==> src/rtl/hce_pkg.sv <==
// Shared types and constants for the chunked transfer encoder.
// Holds chunk sizing, action codes, output characters and the command/status structs.
// Depends on nothing; every other file but hce_ram refers to it by scoped names.
`default_nettype none

package hce_pkg;

  // Chunk buffer sizing.
  localparam int CHUNK_CAPACITY = 32;
  localparam int FILL_W         = 6;
  localparam int ADDR_W         = (CHUNK_CAPACITY > 1) ? $clog2(CHUNK_CAPACITY) : 1;
  localparam int BYTE_W         = 8;
  localparam int ACTION_W       = 2;

  // Action codes carried by an input item.
  localparam logic [ACTION_W-1:0] ACT_DATA   = 2'd0;
  localparam logic [ACTION_W-1:0] ACT_FLUSH  = 2'd1;
  localparam logic [ACTION_W-1:0] ACT_FINISH = 2'd2;

  // Line ending characters.
  localparam logic [BYTE_W-1:0] CHAR_CR = 8'h0D;
  localparam logic [BYTE_W-1:0] CHAR_LF = 8'h0A;

  // Terminator sent by finish: "0" CR LF CR LF.
  localparam int TERM_LEN = 5;
  localparam int TCNT_W   = 3;
  localparam logic [BYTE_W-1:0] TERM_BYTES [TERM_LEN] = '{8'h30, 8'h0D, 8'h0A, 8'h0D, 8'h0A};

  // Uppercase hex digit characters.
  localparam logic [BYTE_W-1:0] HEX_DIGITS [16] = '{
    8'h30, 8'h31, 8'h32, 8'h33, 8'h34, 8'h35, 8'h36, 8'h37,
    8'h38, 8'h39, 8'h41, 8'h42, 8'h43, 8'h44, 8'h45, 8'h46
  };

  // Source of the next output byte.
  typedef enum logic [2:0] {
    SRC_CR,
    SRC_LF,
    SRC_HEX_HI,
    SRC_HEX_LO,
    SRC_RAM,
    SRC_TERM
  } src_t;

  // Commands from the controller to the datapath.
  typedef struct packed {
    logic store_item;   // write the item byte at the fill count and count it
    logic save_item;    // capture the item and restart the terminator count
    logic emit;         // load the output register
    src_t sel;          // what the output register loads
    logic last;         // final byte of this item
    logic rd_first;     // read the first stored byte
    logic rd_next;      // read the byte after the current one
    logic term_step;    // advance through the terminator
    logic clear_fill;   // empty the chunk buffer
    logic store_saved;  // store the held payload byte as the first of a new chunk
  } dp_cmd_t;

  // Status from the datapath to the controller.
  typedef struct packed {
    logic out_load;      // output register can take a byte this cycle
    logic fill_full;
    logic fill_empty;
    logic hex_hi_nz;     // chunk length needs two hex digits
    logic data_last;     // current stored byte is the final one
    logic term_last;     // current terminator byte is the final one
    logic saved_data;    // held item is a payload byte
    logic saved_finish;  // held item is a finish
  } dp_stat_t;

endpackage

`default_nettype wire

==> src/rtl/hce_if.sv <==
// Handshake channel interfaces for the chunked transfer encoder.
// hce_in_if carries input items, hce_out_if carries output bytes.
// Depends on hce_pkg for field widths.
`default_nettype none

interface hce_in_if;
  logic                               valid;
  logic                               ready;
  logic [hce_pkg::ACTION_W-1:0]       action;
  logic [hce_pkg::BYTE_W-1:0]         data_byte;

  modport source (output valid, action, data_byte, input ready);
  modport sink   (input valid, action, data_byte, output ready);
endinterface

interface hce_out_if;
  logic                       valid;
  logic                       ready;
  logic [hce_pkg::BYTE_W-1:0] out_byte;
  logic                       last;

  modport source (output valid, out_byte, last, input ready);
  modport sink   (input valid, out_byte, last, output ready);
endinterface

`default_nettype wire

==> src/rtl/hce_ram.sv <==
// Generic single-port-write, single-port-read RAM with registered read data.
// Used for the chunk buffer. No dependencies.
`default_nettype none

module hce_ram #(
  parameter int WIDTH = 8,
  parameter int DEPTH = 32,
  localparam int AW   = (DEPTH > 1) ? $clog2(DEPTH) : 1
) (
  input  logic             clk,
  input  logic             we,
  input  logic [AW-1:0]    waddr,
  input  logic [WIDTH-1:0] wdata,
  input  logic             re,
  input  logic [AW-1:0]    raddr,
  output logic [WIDTH-1:0] rdata
);

  logic [WIDTH-1:0] mem [DEPTH];

  // Write port.
  always_ff @(posedge clk) begin
    if (we) begin
      mem[waddr] <= wdata;
    end
  end

  // Registered read port; data holds while re is low.
  always_ff @(posedge clk) begin
    if (re) begin
      rdata <= mem[raddr];
    end
  end

endmodule

`default_nettype wire

==> src/rtl/hce_ctrl.sv <==
// Controller state machine of the chunked transfer encoder.
// Decides per input item what to send and steps the datapath through a chunk.
// Depends on hce_pkg for action codes and the command/status structs.
`default_nettype none

module hce_ctrl (
  input  logic                          clk,
  input  logic                          rst,
  input  logic                          item_valid,
  output logic                          item_ready,
  input  logic [hce_pkg::ACTION_W-1:0]  item_action,
  input  hce_pkg::dp_stat_t             stat,
  output hce_pkg::dp_cmd_t              cmd
);

  typedef enum logic [8:0] {
    S_IDLE   = 9'b000000001,
    S_HEX_HI = 9'b000000010,
    S_HEX_LO = 9'b000000100,
    S_CR1    = 9'b000001000,
    S_LF1    = 9'b000010000,
    S_DATA   = 9'b000100000,
    S_CR2    = 9'b001000000,
    S_LF2    = 9'b010000000,
    S_TERM   = 9'b100000000
  } state_t;

  state_t state;
  state_t state_next;
  state_t hex_start;
  logic   accept;

  assign item_ready = (state == S_IDLE);
  assign accept     = item_valid && item_ready;
  assign hex_start  = stat.hex_hi_nz ? S_HEX_HI : S_HEX_LO;

  // State register.
  always_ff @(posedge clk) begin
    if (rst) begin
      state <= S_IDLE;
    end else begin
      state <= state_next;
    end
  end

  // Next state and datapath commands.
  always_comb begin
    state_next = state;
    cmd        = '0;
    case (state)
      S_IDLE: begin
        if (accept) begin
          case (item_action)
            hce_pkg::ACT_DATA: begin
              if (stat.fill_full) begin
                cmd.save_item = 1'b1;
                state_next    = hex_start;
              end else begin
                cmd.store_item = 1'b1;
              end
            end
            hce_pkg::ACT_FLUSH: begin
              if (!stat.fill_empty) begin
                cmd.save_item = 1'b1;
                state_next    = hex_start;
              end
            end
            hce_pkg::ACT_FINISH: begin
              cmd.save_item = 1'b1;
              state_next    = stat.fill_empty ? S_TERM : hex_start;
            end
            default: begin
              state_next = S_IDLE;
            end
          endcase
        end
      end
      S_HEX_HI: begin
        if (stat.out_load) begin
          cmd.emit   = 1'b1;
          cmd.sel    = hce_pkg::SRC_HEX_HI;
          state_next = S_HEX_LO;
        end
      end
      S_HEX_LO: begin
        if (stat.out_load) begin
          cmd.emit   = 1'b1;
          cmd.sel    = hce_pkg::SRC_HEX_LO;
          state_next = S_CR1;
        end
      end
      S_CR1: begin
        if (stat.out_load) begin
          cmd.emit   = 1'b1;
          cmd.sel    = hce_pkg::SRC_CR;
          state_next = S_LF1;
        end
      end
      S_LF1: begin
        // The first stored byte is fetched while LF goes out.
        if (stat.out_load) begin
          cmd.emit     = 1'b1;
          cmd.sel      = hce_pkg::SRC_LF;
          cmd.rd_first = 1'b1;
          state_next   = S_DATA;
        end
      end
      S_DATA: begin
        if (stat.out_load) begin
          cmd.emit = 1'b1;
          cmd.sel  = hce_pkg::SRC_RAM;
          if (stat.data_last) begin
            state_next = S_CR2;
          end else begin
            cmd.rd_next = 1'b1;
          end
        end
      end
      S_CR2: begin
        if (stat.out_load) begin
          cmd.emit   = 1'b1;
          cmd.sel    = hce_pkg::SRC_CR;
          state_next = S_LF2;
        end
      end
      S_LF2: begin
        // End of chunk: a held payload byte opens the next chunk.
        if (stat.out_load) begin
          cmd.emit = 1'b1;
          cmd.sel  = hce_pkg::SRC_LF;
          cmd.last = !stat.saved_finish;
          if (stat.saved_data) begin
            cmd.store_saved = 1'b1;
          end else begin
            cmd.clear_fill = 1'b1;
          end
          state_next = stat.saved_finish ? S_TERM : S_IDLE;
        end
      end
      S_TERM: begin
        if (stat.out_load) begin
          cmd.emit      = 1'b1;
          cmd.sel       = hce_pkg::SRC_TERM;
          cmd.last      = stat.term_last;
          cmd.term_step = 1'b1;
          if (stat.term_last) begin
            state_next = S_IDLE;
          end
        end
      end
      default: begin
        state_next = S_IDLE;
      end
    endcase
  end

endmodule

`default_nettype wire

==> src/rtl/hce_dp.sv <==
// Datapath of the chunked transfer encoder: chunk buffer, fill count,
// read index, terminator count and the output register.
// Depends on hce_pkg and hce_ram.
`default_nettype none

module hce_dp (
  input  logic                         clk,
  input  logic                         rst,
  input  logic [hce_pkg::BYTE_W-1:0]   item_data,
  input  logic [hce_pkg::ACTION_W-1:0] item_action,
  input  hce_pkg::dp_cmd_t             cmd,
  output hce_pkg::dp_stat_t            stat,
  output logic                         out_valid,
  input  logic                         out_ready,
  output logic [hce_pkg::BYTE_W-1:0]   out_byte,
  output logic                         out_last
);

  logic [hce_pkg::FILL_W-1:0]   fill;
  logic [hce_pkg::FILL_W-1:0]   idx;
  logic [hce_pkg::FILL_W-1:0]   idx_inc;
  logic [hce_pkg::TCNT_W-1:0]   tcnt;
  logic [hce_pkg::ACTION_W-1:0] saved_action;
  logic [hce_pkg::BYTE_W-1:0]   saved_byte;

  logic                         ram_we;
  logic [hce_pkg::ADDR_W-1:0]   ram_waddr;
  logic [hce_pkg::BYTE_W-1:0]   ram_wdata;
  logic                         ram_re;
  logic [hce_pkg::ADDR_W-1:0]   ram_raddr;
  logic [hce_pkg::BYTE_W-1:0]   ram_rdata;
  logic [hce_pkg::BYTE_W-1:0]   byte_mux;

  assign idx_inc = idx + 1'b1;

  // Chunk buffer write and read port control.
  assign ram_we    = cmd.store_item || cmd.store_saved;
  assign ram_waddr = cmd.store_saved ? '0 : fill[hce_pkg::ADDR_W-1:0];
  assign ram_wdata = cmd.store_saved ? saved_byte : item_data;
  assign ram_re    = cmd.rd_first || cmd.rd_next;
  assign ram_raddr = cmd.rd_first ? '0 : idx_inc[hce_pkg::ADDR_W-1:0];

  hce_ram #(
    .WIDTH (hce_pkg::BYTE_W),
    .DEPTH (hce_pkg::CHUNK_CAPACITY)
  ) u_store (
    .clk   (clk),
    .we    (ram_we),
    .waddr (ram_waddr),
    .wdata (ram_wdata),
    .re    (ram_re),
    .raddr (ram_raddr),
    .rdata (ram_rdata)
  );

  // Fill count.
  always_ff @(posedge clk) begin
    if (rst) begin
      fill <= '0;
    end else if (cmd.store_item) begin
      fill <= fill + 1'b1;
    end else if (cmd.store_saved) begin
      fill <= hce_pkg::FILL_W'(1);
    end else if (cmd.clear_fill) begin
      fill <= '0;
    end
  end

  // Read index and terminator count.
  always_ff @(posedge clk) begin
    if (rst) begin
      idx  <= '0;
      tcnt <= '0;
    end else begin
      if (cmd.rd_first) begin
        idx <= '0;
      end else if (cmd.rd_next) begin
        idx <= idx_inc;
      end
      if (cmd.save_item) begin
        tcnt <= '0;
      end else if (cmd.term_step) begin
        tcnt <= tcnt + 1'b1;
      end
    end
  end

  // Held item while a chunk goes out.
  always_ff @(posedge clk) begin
    if (cmd.save_item) begin
      saved_action <= item_action;
      saved_byte   <= item_data;
    end
  end

  // Output byte selection.
  always_comb begin
    case (cmd.sel)
      hce_pkg::SRC_CR:     byte_mux = hce_pkg::CHAR_CR;
      hce_pkg::SRC_LF:     byte_mux = hce_pkg::CHAR_LF;
      hce_pkg::SRC_HEX_HI: byte_mux = hce_pkg::HEX_DIGITS[{2'b00, fill[hce_pkg::FILL_W-1:4]}];
      hce_pkg::SRC_HEX_LO: byte_mux = hce_pkg::HEX_DIGITS[fill[3:0]];
      hce_pkg::SRC_RAM:    byte_mux = ram_rdata;
      hce_pkg::SRC_TERM:   byte_mux = hce_pkg::TERM_BYTES[tcnt];
      default:             byte_mux = hce_pkg::CHAR_LF;
    endcase
  end

  // Output register: takes a new byte when empty or when the current one transfers.
  always_ff @(posedge clk) begin
    if (rst) begin
      out_valid <= 1'b0;
    end else if (cmd.emit) begin
      out_valid <= 1'b1;
    end else if (out_ready) begin
      out_valid <= 1'b0;
    end
  end

  always_ff @(posedge clk) begin
    if (cmd.emit) begin
      out_byte <= byte_mux;
      out_last <= cmd.last;
    end
  end

  // Status toward the controller.
  always_comb begin
    stat.out_load     = !out_valid || out_ready;
    stat.fill_full    = (fill == hce_pkg::FILL_W'(hce_pkg::CHUNK_CAPACITY));
    stat.fill_empty   = (fill == '0);
    stat.hex_hi_nz    = (fill[hce_pkg::FILL_W-1:4] != '0);
    stat.data_last    = (idx_inc == fill);
    stat.term_last    = (tcnt == hce_pkg::TCNT_W'(hce_pkg::TERM_LEN - 1));
    stat.saved_data   = (saved_action == hce_pkg::ACT_DATA);
    stat.saved_finish = (saved_action == hce_pkg::ACT_FINISH);
  end

endmodule

`default_nettype wire

==> src/rtl/http_chunked_encoder.sv <==
// Top level of the chunked transfer encoder: controller plus datapath.
// Depends on hce_pkg, hce_if, hce_ctrl, hce_dp and hce_ram.
//
// Payload bytes are collected in a 32-byte chunk buffer and sent out as
// chunks: the length in uppercase hex, CR LF, the bytes, CR LF. Flush sends
// a pending chunk, finish sends it and then "0" CR LF CR LF; action code 3
// is ignored. A payload byte into a buffer that is not full is taken every
// cycle while no chunk is going out and produces nothing. An item that
// sends a chunk holds the input until its final byte is loaded (the length
// takes one or two hex digits), and finish adds the terminator; the output
// register sends one byte per cycle while the output side is ready, and the
// next item is taken in the cycle after the final byte is loaded. The RAM
// buffer has one write and one registered read port, read ahead by one byte.
`default_nettype none

module http_chunked_encoder (
  input  logic       clk,
  input  logic       rst,
  hce_in_if.sink     item,
  hce_out_if.source  result
);

  hce_pkg::dp_cmd_t  cmd;
  hce_pkg::dp_stat_t stat;
  logic              item_ready;

  assign item.ready = item_ready;

  hce_ctrl u_ctrl (
    .clk         (clk),
    .rst         (rst),
    .item_valid  (item.valid),
    .item_ready  (item_ready),
    .item_action (item.action),
    .stat        (stat),
    .cmd         (cmd)
  );

  hce_dp u_dp (
    .clk         (clk),
    .rst         (rst),
    .item_data   (item.data_byte),
    .item_action (item.action),
    .cmd         (cmd),
    .stat        (stat),
    .out_valid   (result.valid),
    .out_ready   (result.ready),
    .out_byte    (result.out_byte),
    .out_last    (result.last)
  );

endmodule

`default_nettype wire

==> src/flat_wrapper.sv <==
// flat-port wrapper written by rule: the top's interface ports become plain ports
module http_chunked_encoder_flat 
  (clk, rst, item_valid, item_action, item_data_byte, item_ready, result_valid, result_out_byte, result_last, result_ready);
  hce_in_if item_i ();
  hce_out_if result_i ();
  input  logic clk;
  input  logic rst;
  input wire logic [$bits(item_i.valid)-1:0] item_valid;
  input wire logic [$bits(item_i.action)-1:0] item_action;
  input wire logic [$bits(item_i.data_byte)-1:0] item_data_byte;
  output wire logic [$bits(item_i.ready)-1:0] item_ready;
  output wire logic [$bits(result_i.valid)-1:0] result_valid;
  output wire logic [$bits(result_i.out_byte)-1:0] result_out_byte;
  output wire logic [$bits(result_i.last)-1:0] result_last;
  input wire logic [$bits(result_i.ready)-1:0] result_ready;
  assign item_i.valid = item_valid;
  assign item_i.action = item_action;
  assign item_i.data_byte = item_data_byte;
  assign item_ready = item_i.ready;
  assign result_valid = result_i.valid;
  assign result_out_byte = result_i.out_byte;
  assign result_last = result_i.last;
  assign result_i.ready = result_ready;
  http_chunked_encoder u_core (.clk(clk), .rst(rst), .item(item_i), .result(result_i));
endmodule
==> config.mk <==
export PLATFORM = sky130hd
export DESIGN_NAME = http_chunked_encoder_flat
export DESIGN_NICKNAME = d
export VERILOG_FILES = /design/src/rtl/hce_pkg.sv /design/src/rtl/hce_if.sv /design/src/rtl/hce_ram.sv /design/src/rtl/hce_ctrl.sv /design/src/rtl/hce_dp.sv /design/src/rtl/http_chunked_encoder.sv /design/src/flat_wrapper.sv
export SDC_FILE = /design/constraint.sdc
export NUM_CORES = 1
export LEC_CHECK = 0
export BUFFER_PORTS_ARGS = -buffer_cell sky130_fd_sc_hd__buf_4
export CELL_PAD_IN_SITES_DETAIL_PLACEMENT = 0
export CELL_PAD_IN_SITES_GLOBAL_PLACEMENT = 1
export CORE_ASPECT_RATIO = 1.2
export CORE_MARGIN = 2
export CORE_UTILIZATION = 54
export DETAILED_ROUTE_END_ITERATION = 8
export PLACE_DENSITY_LB_ADDON = 0.1
export SLEW_MARGIN = 15
export SYNTH_ARGS = -nofsm -noshare
export SYNTH_HDL_FRONTEND = slang
export SYNTH_HIERARCHICAL = 1
export SYNTH_SLANG_ARGS = --single-unit
==> constraint.sdc <==
create_clock -name clk -period 5.07 [get_ports clk]
set_input_delay 0.507 -clock clk [delete_from_list [all_inputs] [get_ports clk]]
set_output_delay 0.507 -clock clk [all_outputs]
set_load 0.01 [all_outputs]
==> impl_metrics.csv <==
group,metric,value,unit
status,status,"finished clean",
timing,final-hold-violation-count,0,
synthesis,yosys_warnings,6,
global_routing,antenna_found_initial,0,
floorplan,dieArea,25390,sq um
synthesis,synth_seq_area_share,69.06,%
timing,relSlewSlack,21.56,%
clock_network,max-clock-path-buffers,3,
clock_network,path_clk_slew,0.06,ns
synthesis,yosysMostFrequentCell,"edfxtp_1",
synthesis,synth_ff_type,"edfxtp_1",
pwr,internal_power,4188,uW
floorplan,start_util,54.71,%
synthesis,synth_top_area_share,65.22,%
synthesis,synth_top_cell_by_area,"edfxtp_1",
timing,fmax,253.1,MHz
pwr,p_per_area,366.5,nW/um^2
cells_and_area,final_util,60.55,%
synthesis,syn_area,13030,sq um
clock_network,cts-resized-gates,0,
clock_network,cts-root-buf,"clkbuf_16",
global_routing,grt_use_total,21.95,%
synthesis,synth_cell_types,70,
global_routing,grt_overflow,0,
place,port_buffers,24,
route,wl_per_cell,24.72,microns
pwr,switchingPower,1098,uW
synthesis,synth_edf_count,283,
critical_path,cp-end-kind,"register",
route,drc,0,
clock_network,cts_buffers,30,
timing,setup_violations,0,
global_routing,grt_pass1_wl,42.01,mm
synthesis,async_reset_ff_share,0,%
clock_network,postCtsSetupBuffers,0,
route,ant_nets,0,
run,cap_viol_max_count,0,
timing,tns,0,ns
route,via_count,6772,
timing,fin_crit_sh,77.93,%
cells_and_area,fin_nets,785,
critical_path,setup.worst_path.start_class,"register",
floorplan,die_w,145.8,microns
critical_path,arrival,4.11,ns
floorplan,die_h,174.2,microns
timing,tightestPinTransition,1.177,ns
timing,min_period,3.951,ns
pwr,p_seq_share,53.6,%
pwr,clkPwrFrac,40.3,%
synthesis,synthTopCellsByArea,"edfxtp_1, mux4_2, dfxtp_1, nor2_1, mux2_2",
critical_path,crit_required,5.23,ns
clock_network,cts-htree-levels,1,
pwr,ir_drop,0.3025,mV
timing,drv_slew,0,
cells_and_area,layout-drive-gt1-share,24.30,%
clock_network,cts_hold_repair.buffers,0,
global_routing,grt_pass1_vias,6884,
floorplan,coreArea,23820,sq um
clock_network,clkSinkCount,308,
timing,fin_worst_skew,0.007251,ns
clock_network,cts_tree,"yes",
critical_path,path_class,"reg -> reg",
route,first_pass_iters,5,
worst_hold_path,hp-class,"in -> reg",
route,post_drt_via_cell_ratio,6.123,
cells_and_area,syn_to_final_growth,10.67,%
synthesis,synth_common_cells,"edfxtp_1, mux4_2, nor2_1",
place,hpwl,17.59,mm
place,gp_congestion,0.8625,
global_routing,grt_start_max_net_pins,65,
floorplan,pin_count,25,
cells_and_area,num_antenna_cells,0,
synthesis,postSynthAreaPerCell,17.47,sq um
pwr,pwr-share-comb,6.1,%
cells_and_area,fillers,1776,
pwr,sw_frac_of_total,20.77,%
floorplan,row_count,62,
synthesis,ys_ff_latch,308,
synthesis,synth_cells,746,
timing,rsz0062_at_grt,"no",
route,drt_iter0_drc,480,
route,wl,27.34,mm
pwr,leakagePower,0.004536,uW
synthesis,synth_nets,766,
critical_path,path_max_fanout,17,
clock_network,clk_latency,0.55,ns
state kept, by name (all words and copies together) (netlist names), 3 cells and up:
register                   flops
u_core/u_dp/tcnt               3
u_core/u_dp/fill               6
u_core/u_dp/u_store/mem      256
u_core/u_dp/u_store/rdata      8
u_core/u_dp/saved_byte         8
u_core/u_dp/idx                6
u_core/u_ctrl/state            9
u_core/u_dp/out_byte           8
cell type report:
type / count / area, sq um / area share, %
flip-flops and latches: 308 / 8999 / 62.40
multi-input cells: 379 / 3784 / 26.24
clock buffers: 40 / 809.5 / 5.614
well taps: 320 / 400.4 / 2.777
repair buffers: 30 / 237.7 / 1.649
clock inverters: 13 / 130.1 / 0.9024
inverters: 16 / 60.06 / 0.4165
metrics by stage:
stage | power (uW) | setup WS [ns] | instances | hold WS, ns | area (sq um)
6_report | 5286 | 1.119 | 1106 | 0.1480 | 14420
5_1_grt | 5467 | 0.9219 | 1106 | 0.1357 | 14420
4_1_cts | 5331 | 1.136 | 1106 | 0.1354 | 14420
3_5_place_dp | 3204 | 1.058 | 1053 | 0.5316 | 13480
3_3_place_gp | 3200 | 1.065 | 1053 | 0.5222 | 13480
2_1_floorplan | 3109 | 1.425 | 746 | 0.4984 | 13030
power groups by stage:
stage | clock, uW | sequential (uW) | combinational [uW]
floorplan | 0 | 2870 | 236
finish | 2130 | 2830 | 323
CTS | 2180 | 2830 | 322
global route | 2280 | 2830 | 350
global placement | 0 | 2880 | 319
detailed placement | 0 | 2880 | 321
layer usage:
metal / vias to the layer above / wire length (microns) / track usage [%] / part of all wire (%)
met5: - / 0 / 0 / 0
met4: 0 / 821 / 6.985 / 3.0
met3: 47 / 1346 / 2.966 / 4.9
met2: 215 / 13760 / 37.03 / 50
met1: 3519 / 11410 / 30.05 / 42
li1: 2991 / - / - / -
cells in the final DEF, fill, tap and decap left out, types with 9 or more instances in the layout:
cell type and n:
a21oi_1 19, buf_4 29, clkbuf_1 9, clkbuf_16 31
dfxtp_1 25, edfxtp_1 283, inv_1 16, mux2_2 16
mux4_2 80, nand2_1 12, nand3_1 13, nand3b_1 9
nor2_1 65, nor2b_1 12, nor3_1 10, o21ai_0 20
xor2_1 16
logic make-up (layout without fill, tap and decap cells):
kind of cell               after synthesis  after routing  synth area share, %
DFF                                    308            308                69.06
and+or+nand+nor                        176            176                7.432
muxes                                   99             99                15.44
xor gates and xnor gates                24             24                1.613
buffers and inverters                   59             99                2.141
adders and majority gates                6              6               0.5761
AOI/OAI and AO/OA                       74             74                3.736
worst max-delay path, cell delays in order (launching register included):
cell	delay [ns]
dfxtp_1	0.42
nor4_1	0.46
and4_1	0.32
and3_1	0.67
nor2b_1	0.38
or3_1	0.50
nor2_1	0.82
final timing paths:
path                                             start                       endpoint  slack [ns]  cells past startpoint
worst min-delay path                 item_data_byte[3]      u_core/u_dp/saved_byte[3]        0.15                      1
worst min register to register      u_core/u_dp/idx[5]             u_core/u_dp/idx[5]        0.54                      2
worst max-delay path            u_core/u_ctrl/state[1]  u_core/u_dp/u_store/mem[3][1]        1.12                      6
worst max register to register  u_core/u_ctrl/state[1]  u_core/u_dp/u_store/mem[3][1]        1.12                      6
(Power assumes the default switching activity.)
